File: src/rtl/pid_integral_separation_macros.svh
// Assertion helpers for the PID block.
// Define NO_ASSERTIONS to compile them out.
`ifndef PID_INTEGRAL_SEPARATION_MACROS_SVH
`define PID_INTEGRAL_SEPARATION_MACROS_SVH

`ifndef NO_ASSERTIONS
`define PIS_ASSERT_IMPLY(label, clk, rst_n, ante, cons, msg) \
	label: assert property (@(posedge clk) disable iff (!rst_n) (ante) |-> (cons)) \
		else $error(msg);
`define PIS_ASSERT_NEXT(label, clk, rst_n, ante, cons, msg) \
	label: assert property (@(posedge clk) disable iff (!rst_n) (ante) |=> (cons)) \
		else $error(msg);
`else
`define PIS_ASSERT_IMPLY(label, clk, rst_n, ante, cons, msg)
`define PIS_ASSERT_NEXT(label, clk, rst_n, ante, cons, msg)
`endif

`endif

File: src/rtl/pid_is_pkg.sv
package pid_is_pkg;

	localparam int unsigned GAIN_W  = 16;
	localparam int unsigned SEP_W   = 15;
	localparam int unsigned LIM_W   = 20;
	localparam int unsigned ERR_W   = 17;
	localparam int unsigned DIFF_W  = 18;
	localparam int unsigned INTEG_W = 21;
	localparam int unsigned P_W     = 34;
	localparam int unsigned I_W     = 38;
	localparam int unsigned D_W     = 35;
	localparam int unsigned SUM_W   = 39;
	localparam int unsigned OUT_W   = 32;
	localparam int unsigned FRAC_W  = 8;
	localparam int unsigned IDX_W   = 3;
	localparam int unsigned CFG_W   = 20;

	localparam logic [7:0]  ARM_CODE     = 8'h0A;
	localparam logic [11:0] THROTTLE_MIN = 12'd200;

	typedef enum logic [IDX_W-1:0] {
		REG_P_GAIN    = 3'd0,
		REG_I_GAIN    = 3'd1,
		REG_D_GAIN    = 3'd2,
		REG_SEP_LIMIT = 3'd3,
		REG_INT_LIMIT = 3'd4
	} reg_idx_t;

	typedef struct packed {
		logic [GAIN_W-1:0] p_gain;
		logic [GAIN_W-1:0] i_gain;
		logic [GAIN_W-1:0] d_gain;
		logic [SEP_W-1:0]  sep_limit;
		logic [LIM_W-1:0]  int_limit;
	} cfg_t;

	typedef struct packed {
		logic signed [ERR_W-1:0]   error;
		logic signed [DIFF_W-1:0]  differ;
		logic signed [INTEG_W-1:0] integral;
		logic                      integ;
	} s1_t;

	typedef struct packed {
		logic signed [P_W-1:0] p_full;
		logic signed [I_W-1:0] i_full;
		logic signed [D_W-1:0] d_full;
		logic                  integ;
	} s2_t;

	typedef struct packed {
		logic signed [OUT_W-1:0] drive;
		logic signed [OUT_W-1:0] p_term;
		logic signed [OUT_W-1:0] i_term;
		logic signed [OUT_W-1:0] d_term;
		logic                    integrating;
	} res_t;

	typedef struct packed {
		logic signed [ERR_W-1:0]   prev_error;
		logic signed [INTEG_W-1:0] integral;
	} stat_t;

endpackage

File: src/rtl/pid_is_mult.sv
module pid_is_mult (
	input  logic             clk,
	input  logic             arst_n,
	input  pid_is_pkg::cfg_t cfg_regs,
	input  logic             valid_s1,
	output logic             ready_s1,
	input  pid_is_pkg::s1_t  data_s1,
	output logic             valid_s2,
	input  logic             nxt_ready,
	output pid_is_pkg::s2_t  data_s2
);
	import pid_is_pkg::*;

	logic signed [P_W-1:0] p_full;
	logic signed [I_W-1:0] i_prod;
	logic signed [I_W-1:0] i_full;
	logic signed [D_W-1:0] d_full;

	assign ready_s1 = !valid_s2 || nxt_ready;

	// Gains are unsigned, so each gets a zero sign bit before the signed multiply.
	assign p_full = $signed({1'b0, cfg_regs.p_gain}) * data_s1.error;
	assign i_prod = $signed({1'b0, cfg_regs.i_gain}) * data_s1.integral;
	assign i_full = data_s1.integ ? i_prod : '0;
	assign d_full = $signed({1'b0, cfg_regs.d_gain}) * data_s1.differ;

	always_ff @(posedge clk or negedge arst_n) begin
		if (!arst_n) begin
			valid_s2 <= 1'b0;
		end else if (ready_s1) begin
			valid_s2 <= valid_s1;
		end
	end

	always_ff @(posedge clk) begin
		if (ready_s1 && valid_s1) begin
			data_s2.p_full <= p_full;
			data_s2.i_full <= i_full;
			data_s2.d_full <= d_full;
			data_s2.integ  <= data_s1.integ;
		end
	end
endmodule

File: config.mk
export PLATFORM = sky130hd
export DESIGN_NAME = pid_is_mult
export DESIGN_NICKNAME = d
export VERILOG_FILES = /design/src/rtl/pid_integral_separation_macros.svh /design/src/rtl/pid_is_pkg.sv /design/src/rtl/pid_is_mult.sv
export SDC_FILE = /design/constraint.sdc
export NUM_CORES = 2
export LEC_CHECK = 0
export BUFFER_PORTS_ARGS = -buffer_cell sky130_fd_sc_hd__buf_2
export CORE_ASPECT_RATIO = 0.75
export CORE_MARGIN = 1.5
export CORE_UTILIZATION = 64
export CTS_CLUSTER_DIAMETER = 120
export DETAILED_ROUTE_END_ITERATION = 10
export PLACE_DENSITY = 0.84
export SLEW_MARGIN = 20
export SYNTH_ARGS = -nofsm -noshare
export SYNTH_HDL_FRONTEND = slang
export SYNTH_SLANG_ARGS = --single-unit
File: constraint.sdc
create_clock -name clk -period 4 [get_ports clk]
set_input_delay 0.2 -clock clk [delete_from_list [all_inputs] [get_ports clk]]
set_output_delay 0.2 -clock clk [all_outputs]
set_load 0.005 [all_outputs]
==> impl_metrics.yaml <==
global_route:
  grt_pass1_wl_mm: 160.5
  grt_start_max_net_pins: 62
  grt_overflow: 0
  grtUsageTotal_pct: 35.33
  grt_antenna_before_repair: 0
  grt_pass1_vias: 31837
critical_path:
  crit_slowest_cell: "fa_1"
  timing.rr.start: "valid_s2"
  cp_max_fo: 7
  worstPathRequired_ns: 4.22
  rr_worst_depth: 3
  end_kind: "register"
  start_kind: "primary input"
  slowest_delay_ns: 0.57
  critical-path-top-delay-family: "adder cells"
  critPathBufInv: 5
  timing.rr.end: "data_s2[74]"
  crit_path_frequent_cell: "inv_2"
  ff2ff_setup_slack_ns: 1.89
  crit_chain: "buf_12, and2_4, fa_1, inv_2, fa_2, fa_2, fa_1, inv_2, fa_1, inv_2, fa_2, inv_2, ha_4, a21o_1, a21oi_4, o21a_2, a21boi_4, o311ai_4, a2111oi_4, o211a_1, or3_4, a21oi_2"
  crit_arrival_ns: 5.96
  critical_path_class: "in2reg"
min_path:
  hold_class: "in2reg"
  worstHoldStart: "nxt_ready"
  min_to: "valid_s2"
  holdPathStages: 3
finish:
  nNetsFinal: 5836
  most-common-layout-cells: "950 x inv_1, 798 x fa_1, 503 x buf_4, 484 x nand2_1, 334 x and2_1"
  final_common_cell: "inv_1"
  stdcell_area_um2: 45810
  diodes: 0
  area_growth_pct: 26.78
  drive_above_1_share_pct: 28.21
sta:
  hold_viol_final: 0
  tightest_slew_ns: 1.100
  finalSetupViolations: 80
  setup_slack_ns: -1.736
  max_freq_mhz: 174.3
  rsz0062_at_grt: "true"
  fin_skew_ns: 0.02178
  finalCritPeriodShare_pct: 143.4
  max_slew_margin_pct: 26.21
  slew_viol_final: 0
  period_minus_slack_ns: 5.736
cts:
  clkLatencyLatePin_ns: 0.42
  clockBufferDepth: 2
  root_buffer: "clkbuf_16"
  clkSinkCount: 109
  path_clk_slew_ns: 0.10
  htree_levels: 3
  cts_buffers: 9
  cts_tree: "done"
yosys:
  ys_types: 65
  ys_ff_latch: 109
  synth_ff_type: "edfxtp_1"
  async_flop_share_pct: 0.9174
  syn_area_per_cell_um2: 9.394
  yosysSeqAreaShare_pct: 9.046
  yosysWarnings: 0
  syn_inst: 3846
  synth-edff-count: 108
  synth_nets: 5139
  mappedNetlistArea_um2: 36130
floorplan:
  start_util_pct: 64.71
  die_y_um: 208.8
  die_x_um: 277.4
  fp.dieArea_um2: 57900
  rows: 75
  core_um2: 55830
  ios: 254
run:
  maxCapViolCount: 0
detailed_routing:
  wl_per_cell_um: 19.51
  drtAntennaViolNets: 0
  num_vias: 29556
  first_pass_iters: 8
  wl_mm: 103.0
  drc: 0
  viasPerCell: 5.599
  drt_iter0_markers: 2622
placed_design:
  hpwl_mm: 78.42
  dpl-instance-area_um2: 42470
  gp_congestion: 0.9277
  portBuffers: 218
status:
  status: "finished, violations left"
  failed_checks: "negative setup slack"
## logic make-up after synthesis
group | Yosys count | share of synthesized area (%)
buffers and inverters | 1155 | 12.00
DFF | 109 | 9.046
AOI/OAI and AO/OA | 248 | 4.641
muxes | 2 | 0.05541
adders and majority gates | 1149 | 57.18
and+or+nand+nor | 1093 | 14.89
xor gates and xnor gates | 90 | 2.182
## registers in the layout, indices dropped and copies added (netlist names)
name / count
data_s2: 108
valid_s2: 1
## layer usage
| layer | wire length [um] | global-route usage, % |
|---|---|---|
| met5 | 0 | 0 |
| met1 | 38660 | 47.43 |
| met4 | 5010 | 12.60 |
| met3 | 10260 | 7.122 |
| met2 | 49070 | 57.68 |
## worst reg2reg max path, delay by kind of cell (launching register included)
kind / cells / cell delay [ns]
flip-flops: 1 / 0.39
AND/OR/NAND/NOR: 2 / 0.91
buffers and inverters: 1 / 0.48
## cell type report
class	instances	area, um2
clock buffer	9	225.2
clock inverter	7	81.33
fill	2936	10030
inverter	1021	3837
multi-input combinational	2582	30770
sequential	109	3268
tap	731	914.6
timing repair buffer	820	6708
## through the flow
stage	hold WS, ns	utilization (%)	instances	TNS, ns	setup slack (ns)
floorplan	-0.09559	-	3846	-76.93	-1.565
global placement	-0.02498	76.07	5182	-121.56	-2.116
detailed placement	-0.02281	76.07	5182	-129.28	-2.322
CTS	0.05277	80.03	5246	-80.72	-1.630
global route	0.07477	82.04	5279	-99.74	-1.893
finish	0.07458	82.04	5279	-89.79	-1.736
## worst max-delay path by stage
stage	startpoint	to	slack, ns	depth (start not counted)
3_3_place_gp	cfg_regs[54]	data_s2[73]	-2.12	21
2_1_floorplan	cfg_regs[56]	data_s2[72]	-1.57	22
5_1_grt	data_s1[8]	data_s2[73]	-1.89	22
6_report	data_s1[8]	data_s2[73]	-1.74	22
4_1_cts	data_s1[5]	data_s2[73]	-1.63	21
3_5_place_dp	cfg_regs[54]	data_s2[73]	-2.32	21
## synthesized netlist by cell type (9+ instances only)
library cell	number	area (um2)
a21o_1	45	337.8
a21oi_1	79	395.4
and2_1	407	2546
clkbuf_1	133	499.2
edfxtp_1	108	3243
fa_1	837	16760
ha_1	312	3904
inv_1	1021	3832
nand2_1	517	1941
nand2b_1	23	143.9
nand3_1	14	70.07
nor2_1	58	217.7
nor2b_1	17	106.4
nor3_1	17	85.08
o21a_1	24	180.2
o21ai_0	21	105.1
o21ai_1	10	50.05
or3_1	9	56.30
xnor2_1	62	543.0
xor2_1	28	245.2
## repair_timing
item | 4_1_cts | 5_1_grt
endpoints found under the setup margin | 80 | 81
setup buffers | 55 | 42
gates resized for setup | 404 | 237
endpoints found under the hold margin | 2 | 0
cloned | 1 | 1
pin swaps | 221 | 191
hold buffers | 2 | 0
Power is left out: the tool's default activity adds up to more than one toggle a clock period on the data nets, which glitch-free logic cannot reach.
