==> src/rtl/pid_integral_separation_macros.svh <==
// Assertion helpers for the PID block.
// Define NO_ASSERTIONS to compile them out.
`ifndef PID_INTEGRAL_SEPARATION_MACROS_SVH
`define PID_INTEGRAL_SEPARATION_MACROS_SVH

`ifndef NO_ASSERTIONS
`define PIS_ASSERT_IMPLY(label, clk, rst_n, ante, cons, msg) \
	label: assert property (@(posedge clk) disable iff (!rst_n) (ante) |-> (cons)) \
		else $error(msg);
`define PIS_ASSERT_NEXT(label, clk, rst_n, ante, cons, msg) \
	label: assert property (@(posedge clk) disable iff (!rst_n) (ante) |=> (cons)) \
		else $error(msg);
`else
`define PIS_ASSERT_IMPLY(label, clk, rst_n, ante, cons, msg)
`define PIS_ASSERT_NEXT(label, clk, rst_n, ante, cons, msg)
`endif

`endif

==> src/rtl/pid_is_pkg.sv <==
package pid_is_pkg;

	localparam int unsigned GAIN_W  = 16;
	localparam int unsigned SEP_W   = 15;
	localparam int unsigned LIM_W   = 20;
	localparam int unsigned ERR_W   = 17;
	localparam int unsigned DIFF_W  = 18;
	localparam int unsigned INTEG_W = 21;
	localparam int unsigned P_W     = 34;
	localparam int unsigned I_W     = 38;
	localparam int unsigned D_W     = 35;
	localparam int unsigned SUM_W   = 39;
	localparam int unsigned OUT_W   = 32;
	localparam int unsigned FRAC_W  = 8;
	localparam int unsigned IDX_W   = 3;
	localparam int unsigned CFG_W   = 20;

	localparam logic [7:0]  ARM_CODE     = 8'h0A;
	localparam logic [11:0] THROTTLE_MIN = 12'd200;

	typedef enum logic [IDX_W-1:0] {
		REG_P_GAIN    = 3'd0,
		REG_I_GAIN    = 3'd1,
		REG_D_GAIN    = 3'd2,
		REG_SEP_LIMIT = 3'd3,
		REG_INT_LIMIT = 3'd4
	} reg_idx_t;

	typedef struct packed {
		logic [GAIN_W-1:0] p_gain;
		logic [GAIN_W-1:0] i_gain;
		logic [GAIN_W-1:0] d_gain;
		logic [SEP_W-1:0]  sep_limit;
		logic [LIM_W-1:0]  int_limit;
	} cfg_t;

	typedef struct packed {
		logic signed [ERR_W-1:0]   error;
		logic signed [DIFF_W-1:0]  differ;
		logic signed [INTEG_W-1:0] integral;
		logic                      integ;
	} s1_t;

	typedef struct packed {
		logic signed [P_W-1:0] p_full;
		logic signed [I_W-1:0] i_full;
		logic signed [D_W-1:0] d_full;
		logic                  integ;
	} s2_t;

	typedef struct packed {
		logic signed [OUT_W-1:0] drive;
		logic signed [OUT_W-1:0] p_term;
		logic signed [OUT_W-1:0] i_term;
		logic signed [OUT_W-1:0] d_term;
		logic                    integrating;
	} res_t;

	typedef struct packed {
		logic signed [ERR_W-1:0]   prev_error;
		logic signed [INTEG_W-1:0] integral;
	} stat_t;

endpackage

==> src/rtl/pid_is_if.sv <==


interface pid_is_out_if;
	logic               valid;
	logic               ready;
	logic signed [31:0] drive;
	logic signed [31:0] p_term;
	logic signed [31:0] i_term;
	logic signed [31:0] d_term;
	logic               integrating;

	modport source (output valid, drive, p_term, i_term, d_term, integrating, input ready);
	modport sink (input valid, drive, p_term, i_term, d_term, integrating, output ready);
endinterface


==> src/rtl/pid_is_out.sv <==
module pid_is_out (
	input  logic            clk,
	input  logic            arst_n,
	input  logic            valid_s2,
	output logic            ready_s2,
	input  pid_is_pkg::s2_t data_s2,
	pid_is_out_if.source    result
);
	import pid_is_pkg::*;

	logic                    valid_s3;
	res_t                    res_s3;
	logic signed [SUM_W-1:0] sum;
	logic signed [SUM_W-1:0] sum_sh;
	logic signed [P_W-1:0]   p_sh;
	logic signed [I_W-1:0]   i_sh;
	logic signed [D_W-1:0]   d_sh;
	logic signed [OUT_W-1:0] drive;

	assign ready_s2 = !valid_s3 || result.ready;

	assign sum = {{(SUM_W-P_W){data_s2.p_full[P_W-1]}}, data_s2.p_full}
		+ {{(SUM_W-I_W){data_s2.i_full[I_W-1]}}, data_s2.i_full}
		+ {{(SUM_W-D_W){data_s2.d_full[D_W-1]}}, data_s2.d_full};
	assign sum_sh = sum >>> FRAC_W;
	assign p_sh   = data_s2.p_full >>> FRAC_W;
	assign i_sh   = data_s2.i_full >>> FRAC_W;
	assign d_sh   = data_s2.d_full >>> FRAC_W;

	// The shifted sum fits 32 bits only when bit 31 and all bits above it match its sign.
	always_comb begin
		if (!sum_sh[SUM_W-1] && (sum_sh[SUM_W-2:OUT_W-1] != '0)) begin
			drive = {1'b0, {(OUT_W-1){1'b1}}};
		end else if (sum_sh[SUM_W-1] && (sum_sh[SUM_W-2:OUT_W-1] != '1)) begin
			drive = {1'b1, {(OUT_W-1){1'b0}}};
		end else begin
			drive = sum_sh[OUT_W-1:0];
		end
	end

	always_ff @(posedge clk or negedge arst_n) begin
		if (!arst_n) begin
			valid_s3 <= 1'b0;
		end else if (ready_s2) begin
			valid_s3 <= valid_s2;
		end
	end

	always_ff @(posedge clk) begin
		if (ready_s2 && valid_s2) begin
			res_s3.drive       <= drive;
			res_s3.p_term      <= p_sh[OUT_W-1:0];
			res_s3.i_term      <= i_sh[OUT_W-1:0];
			res_s3.d_term      <= d_sh[OUT_W-1:0];
			res_s3.integrating <= data_s2.integ;
		end
	end

	assign result.valid       = valid_s3;
	assign result.drive       = res_s3.drive;
	assign result.p_term      = res_s3.p_term;
	assign result.i_term      = res_s3.i_term;
	assign result.d_term      = res_s3.d_term;
	assign result.integrating = res_s3.integrating;
endmodule

==> src/flat_wrapper.sv <==
// flat-port wrapper written by rule: the top's interface ports become plain ports
module pid_is_out_flat import pid_is_pkg::*;
  (clk, arst_n, valid_s2, ready_s2, data_s2, result_valid, result_drive, result_p_term, result_i_term, result_d_term, result_integrating, result_ready);
  pid_is_out_if result_i ();
  input  logic clk;
  input  logic arst_n;
  input  logic valid_s2;
  output logic ready_s2;
  input  pid_is_pkg::s2_t data_s2;
  output wire logic [$bits(result_i.valid)-1:0] result_valid;
  output wire logic [$bits(result_i.drive)-1:0] result_drive;
  output wire logic [$bits(result_i.p_term)-1:0] result_p_term;
  output wire logic [$bits(result_i.i_term)-1:0] result_i_term;
  output wire logic [$bits(result_i.d_term)-1:0] result_d_term;
  output wire logic [$bits(result_i.integrating)-1:0] result_integrating;
  input wire logic [$bits(result_i.ready)-1:0] result_ready;
  assign result_valid = result_i.valid;
  assign result_drive = result_i.drive;
  assign result_p_term = result_i.p_term;
  assign result_i_term = result_i.i_term;
  assign result_d_term = result_i.d_term;
  assign result_integrating = result_i.integrating;
  assign result_i.ready = result_ready;
  pid_is_out u_core (.clk(clk), .arst_n(arst_n), .valid_s2(valid_s2), .ready_s2(ready_s2), .data_s2(data_s2), .result(result_i));
endmodule
==> config.mk <==
export PLATFORM = sky130hd
export DESIGN_NAME = pid_is_out_flat
export DESIGN_NICKNAME = d
export VERILOG_FILES = /design/src/rtl/pid_integral_separation_macros.svh /design/src/rtl/pid_is_pkg.sv /design/src/rtl/pid_is_if.sv /design/src/rtl/pid_is_out.sv /design/src/flat_wrapper.sv
export SDC_FILE = /design/constraint.sdc
export NUM_CORES = 1
export LEC_CHECK = 0
export ABC_CLOCK_PERIOD_IN_PS = 5370
export BUFFER_PORTS_ARGS = -buffer_cell sky130_fd_sc_hd__buf_2
export CORE_MARGIN = 3
export CORE_UTILIZATION = 27
export CTS_BUF_LIST = sky130_fd_sc_hd__clkbuf_4
export DETAILED_ROUTE_END_ITERATION = 16
export HOLD_SLACK_MARGIN = 0.1
export PLACE_DENSITY = 0.59
export SLEW_MARGIN = 30
export SYNTH_ARGS = -nofsm -noshare
export SYNTH_HDL_FRONTEND = slang
export SYNTH_SLANG_ARGS = --single-unit
==> constraint.sdc <==
create_clock -name clk -period 5.37 [get_ports clk]
set_input_delay 1.074 -clock clk [delete_from_list [all_inputs] [get_ports clk]]
set_output_delay 1.074 -clock clk [all_outputs]
set_load 0.03 [all_outputs]
==> out/metrics.cfg <==
[grt]
grt_pass1_wl_um = 25800
grt_max_degree = 48
grt_pass1_vias = 4917
antenna_found_initial = 0
overflow = 0
grtUsageTotal_pct = 13.0

[sta]
tns_ps = 0
relSlewSlack_pct = 58.0
layout_setup_ws_ps = 1580
finalSetupViolations = 0
period_share_pct = 70.6
slew_violations = 0
rsz0062_at_grt = no
timing.fmax_mhz = 264
tightest_slew_ps = 630
final.min_clock_period_ps = 3790
finClkSkew_ps = 14.4
hold_viol = 0

[yosys]
synth_seq_area_share_pct = 54.5
yosysMostFrequentCell = edfxtp_1
synth_area_leaders = edfxtp_1, fa_1, ha_1, a21oi_1, xnor2_1
yosys_most_used_dff = edfxtp_1
synth.distinct_cells = 51
synth_top_area_cell = edfxtp_1
syn_area_um2 = 6380
syn-num-nets = 664
synth_top_cell_area_share_pct = 54.1
synth_area_per_cell_um2 = 13.4
ys_warn_count = 0
async_reset_ff_share_pct = 0.862
ys_top_cells_by_count = edfxtp_1, a21oi_1, fa_1, ha_1, inv_1
syn-instance-count = 478
synth_edf_count = 115
synth-seq-cells = 116

[routing]
route.met3.wl_um = 1200
first_pass_iters = 4
drc = 0
wl_um = 16700
drt_iter0_drc = 207
wl_met1_um = 6810
vias = 4607
met2WireLength_um = 8480
ant_nets = 0
wl_per_cell_um = 16.0
top_signal_layer_used = met4
routed_via_density = 4.41

[floorplanning]
fp.dieW_um = 160
initial_core_util_pct = 27.9
die_h_um = 160
design.core.area_um2 = 22900
io_pins = 243
rows = 55
dieArea_um2 = 25500

[cts]
hold_buffers = 0
root_buffer = clkbuf_4
worstSkewPairLatency_ps = 510
htree_num_levels = 4
clk_pin_slew_worst_paths_ps = 110
cts.sinks = 116
cts.path.max_buffers = 2
cts_tree = done
postCtsSetupRepairBufs = 0
cts_resized = 0
cts_buffers = 17

[setup_path]
path_class = in2reg
cp.required_ps = 5640
ff2ff_path_depth = 3
critPathCaptureType = register
startpoint_type = primary input
path_max_fanout = 5
r2r_start = u_core.result.valid
r2r_end = u_core.result.p_term[12]
r2r_slack_ps = 3500
critPathArrivalTime_ps = 4060

[layout]
drive_above_1_share_pct = 38.3
antennaDiodeCount = 0
fin_util_pct = 35.7
synthToLayoutAreaGrowth_pct = 28.3
nets = 905
stdcell_count = 1045

[pwr]
cellLeakagePower_nw = 3.49
pwr-share-clk_pct = 26.3
power_mw = 2.90
pwr-share-seq_pct = 39.5
vdd.ir_drop.worst_mv = 0.117
swShare_pct = 34.8
power_density_nw_per_um2 = 354
comb_power_share_pct = 34.2
internal_power_mw = 1.89
p_sw_mw = 1.01

[placed_design]
dp_hpwl_um = 13400
io_buffers = 242
place_ws_ps = 1060
dp_cells = 1013
gp_congestion = 0.796

[hold_path]
hold_class = in2async

[status]
status = finished, final reports clean

[flow_run]
cap_violations = 0

[state kept, by name, indices dropped and copies added (netlist names)]
register	flops
u_core.result.integrating	1
u_core.result.p_term	26
u_core.result.drive	31
u_core.result.d_term	27
u_core.result.i_term	30
u_core.result.valid	1
[power by group through the flow]
stage	Combinational, mW	Sequential [mW]	Clock (mW)
floorplan	0.518	1.35	0
global placement	0.998	1.17	0
global route	1.10	1.16	0.832
finish	0.993	1.15	0.762
detailed placement	0.999	1.17	0
CTS	1.00	1.15	0.791
[per-layer routing]
| metal | global-route usage (%) | up-vias |
|---|---|---|
| met2 | 23.2 | 164 |
| met1 | 14.9 | 2195 |
| met4 | 3.59 | 0 |
| met5 | 0 | - |
| met3 | 4.38 | 14 |
| li1 | - | 2234 |
[per-stage QoR]
| step | instance area, um^2 | hold slack (ps) |
|---|---|---|
| 4_1_cts | 8190 | 238 |
| 3_5_place_dp | 7860 | 547 |
| 2_1_floorplan | 6380 | 778 |
| 6_report | 8190 | 307 |
| 5_1_grt | 8190 | 234 |
| 3_3_place_gp | 7860 | 508 |
[layout by cell type, fill, tap and decap left out, types with 2 or more instances in the layout]
cell / Yosys / routed
a211o_1: 2 / 2
a211oi_1: 5 / 5
a211oi_2: 2 / 2
a21o_1: 10 / 10
a21oi_1: 42 / 42
a31o_2: 2 / 2
a31oi_1: 3 / 3
and2_1: 5 / 4
and3_1: 3 / 3
buf_2: 1 / 242
buf_4: 14 / 2
bufinv_16: 0 / 5
clkbuf_4: 0 / 19
clkinv_1: 1 / 5
clkinv_2: 0 / 3
edfxtp_1: 115 / 115
fa_1: 37 / 37
ha_1: 37 / 37
inv_1: 32 / 32
nand2_1: 29 / 29
nand2b_1: 3 / 3
nand3_1: 4 / 4
nand3b_1: 2 / 2
nand4_1: 10 / 10
nor2_1: 19 / 19
nor3_1: 4 / 4
o2111ai_1: 2 / 2
o211ai_1: 2 / 2
o21a_1: 6 / 6
o21ai_0: 18 / 18
o21ai_1: 5 / 5
o21bai_1: 7 / 7
o31ai_1: 2 / 2
or3_1: 2 / 2
xnor2_1: 18 / 18
xor2_1: 11 / 11
[critical path: stages]
cell and delay, ps:
buf_2 70, inv_1 50, fa_1 530, inv_1 40
ha_1 350, a21o_1 220, a21oi_1 190, nand3b_1 90
o21ai_1 290, o2111ai_1 250, a211oi_2 520, o21ai_0 180
xor2_1 180
[cells by family after synthesis]
family	share of synthesized area, %
DFF	54.5
adders and majority gates	18.9
muxes	0.157
and+or+nand+nor	6.41
xor gates and xnor gates	3.98
buffers and inverters	4.19
AOI/OAI and AO/OA	11.9
[worst max path at each step]
stage	start	to	slack [ps]	depth (start not counted)
6_report	data_s2[7]	u_core.result.drive[21]	1580	13
5_1_grt	data_s2[7]	u_core.result.drive[27]	1440	13
4_1_cts	data_s2[7]	u_core.result.drive[21]	1660	13
3_5_place_dp	data_s2[7]	u_core.result.drive[21]	1060	13
3_3_place_gp	data_s2[7]	u_core.result.drive[27]	1060	13
2_1_floorplan	result_ready	u_core.result.d_term[0]	780	2
[cell type report]
cell class	count	area [um^2]
Multi-Input combinational cell	307	2640
Tap cell	313	392
Timing Repair Buffer	244	1230
Inverter	33	124
Sequential cell	116	3480
Clock buffer	19	143
Fill cell	2317	14700
Clock inverter	13	188
Power figures use the tool's default switching activity.
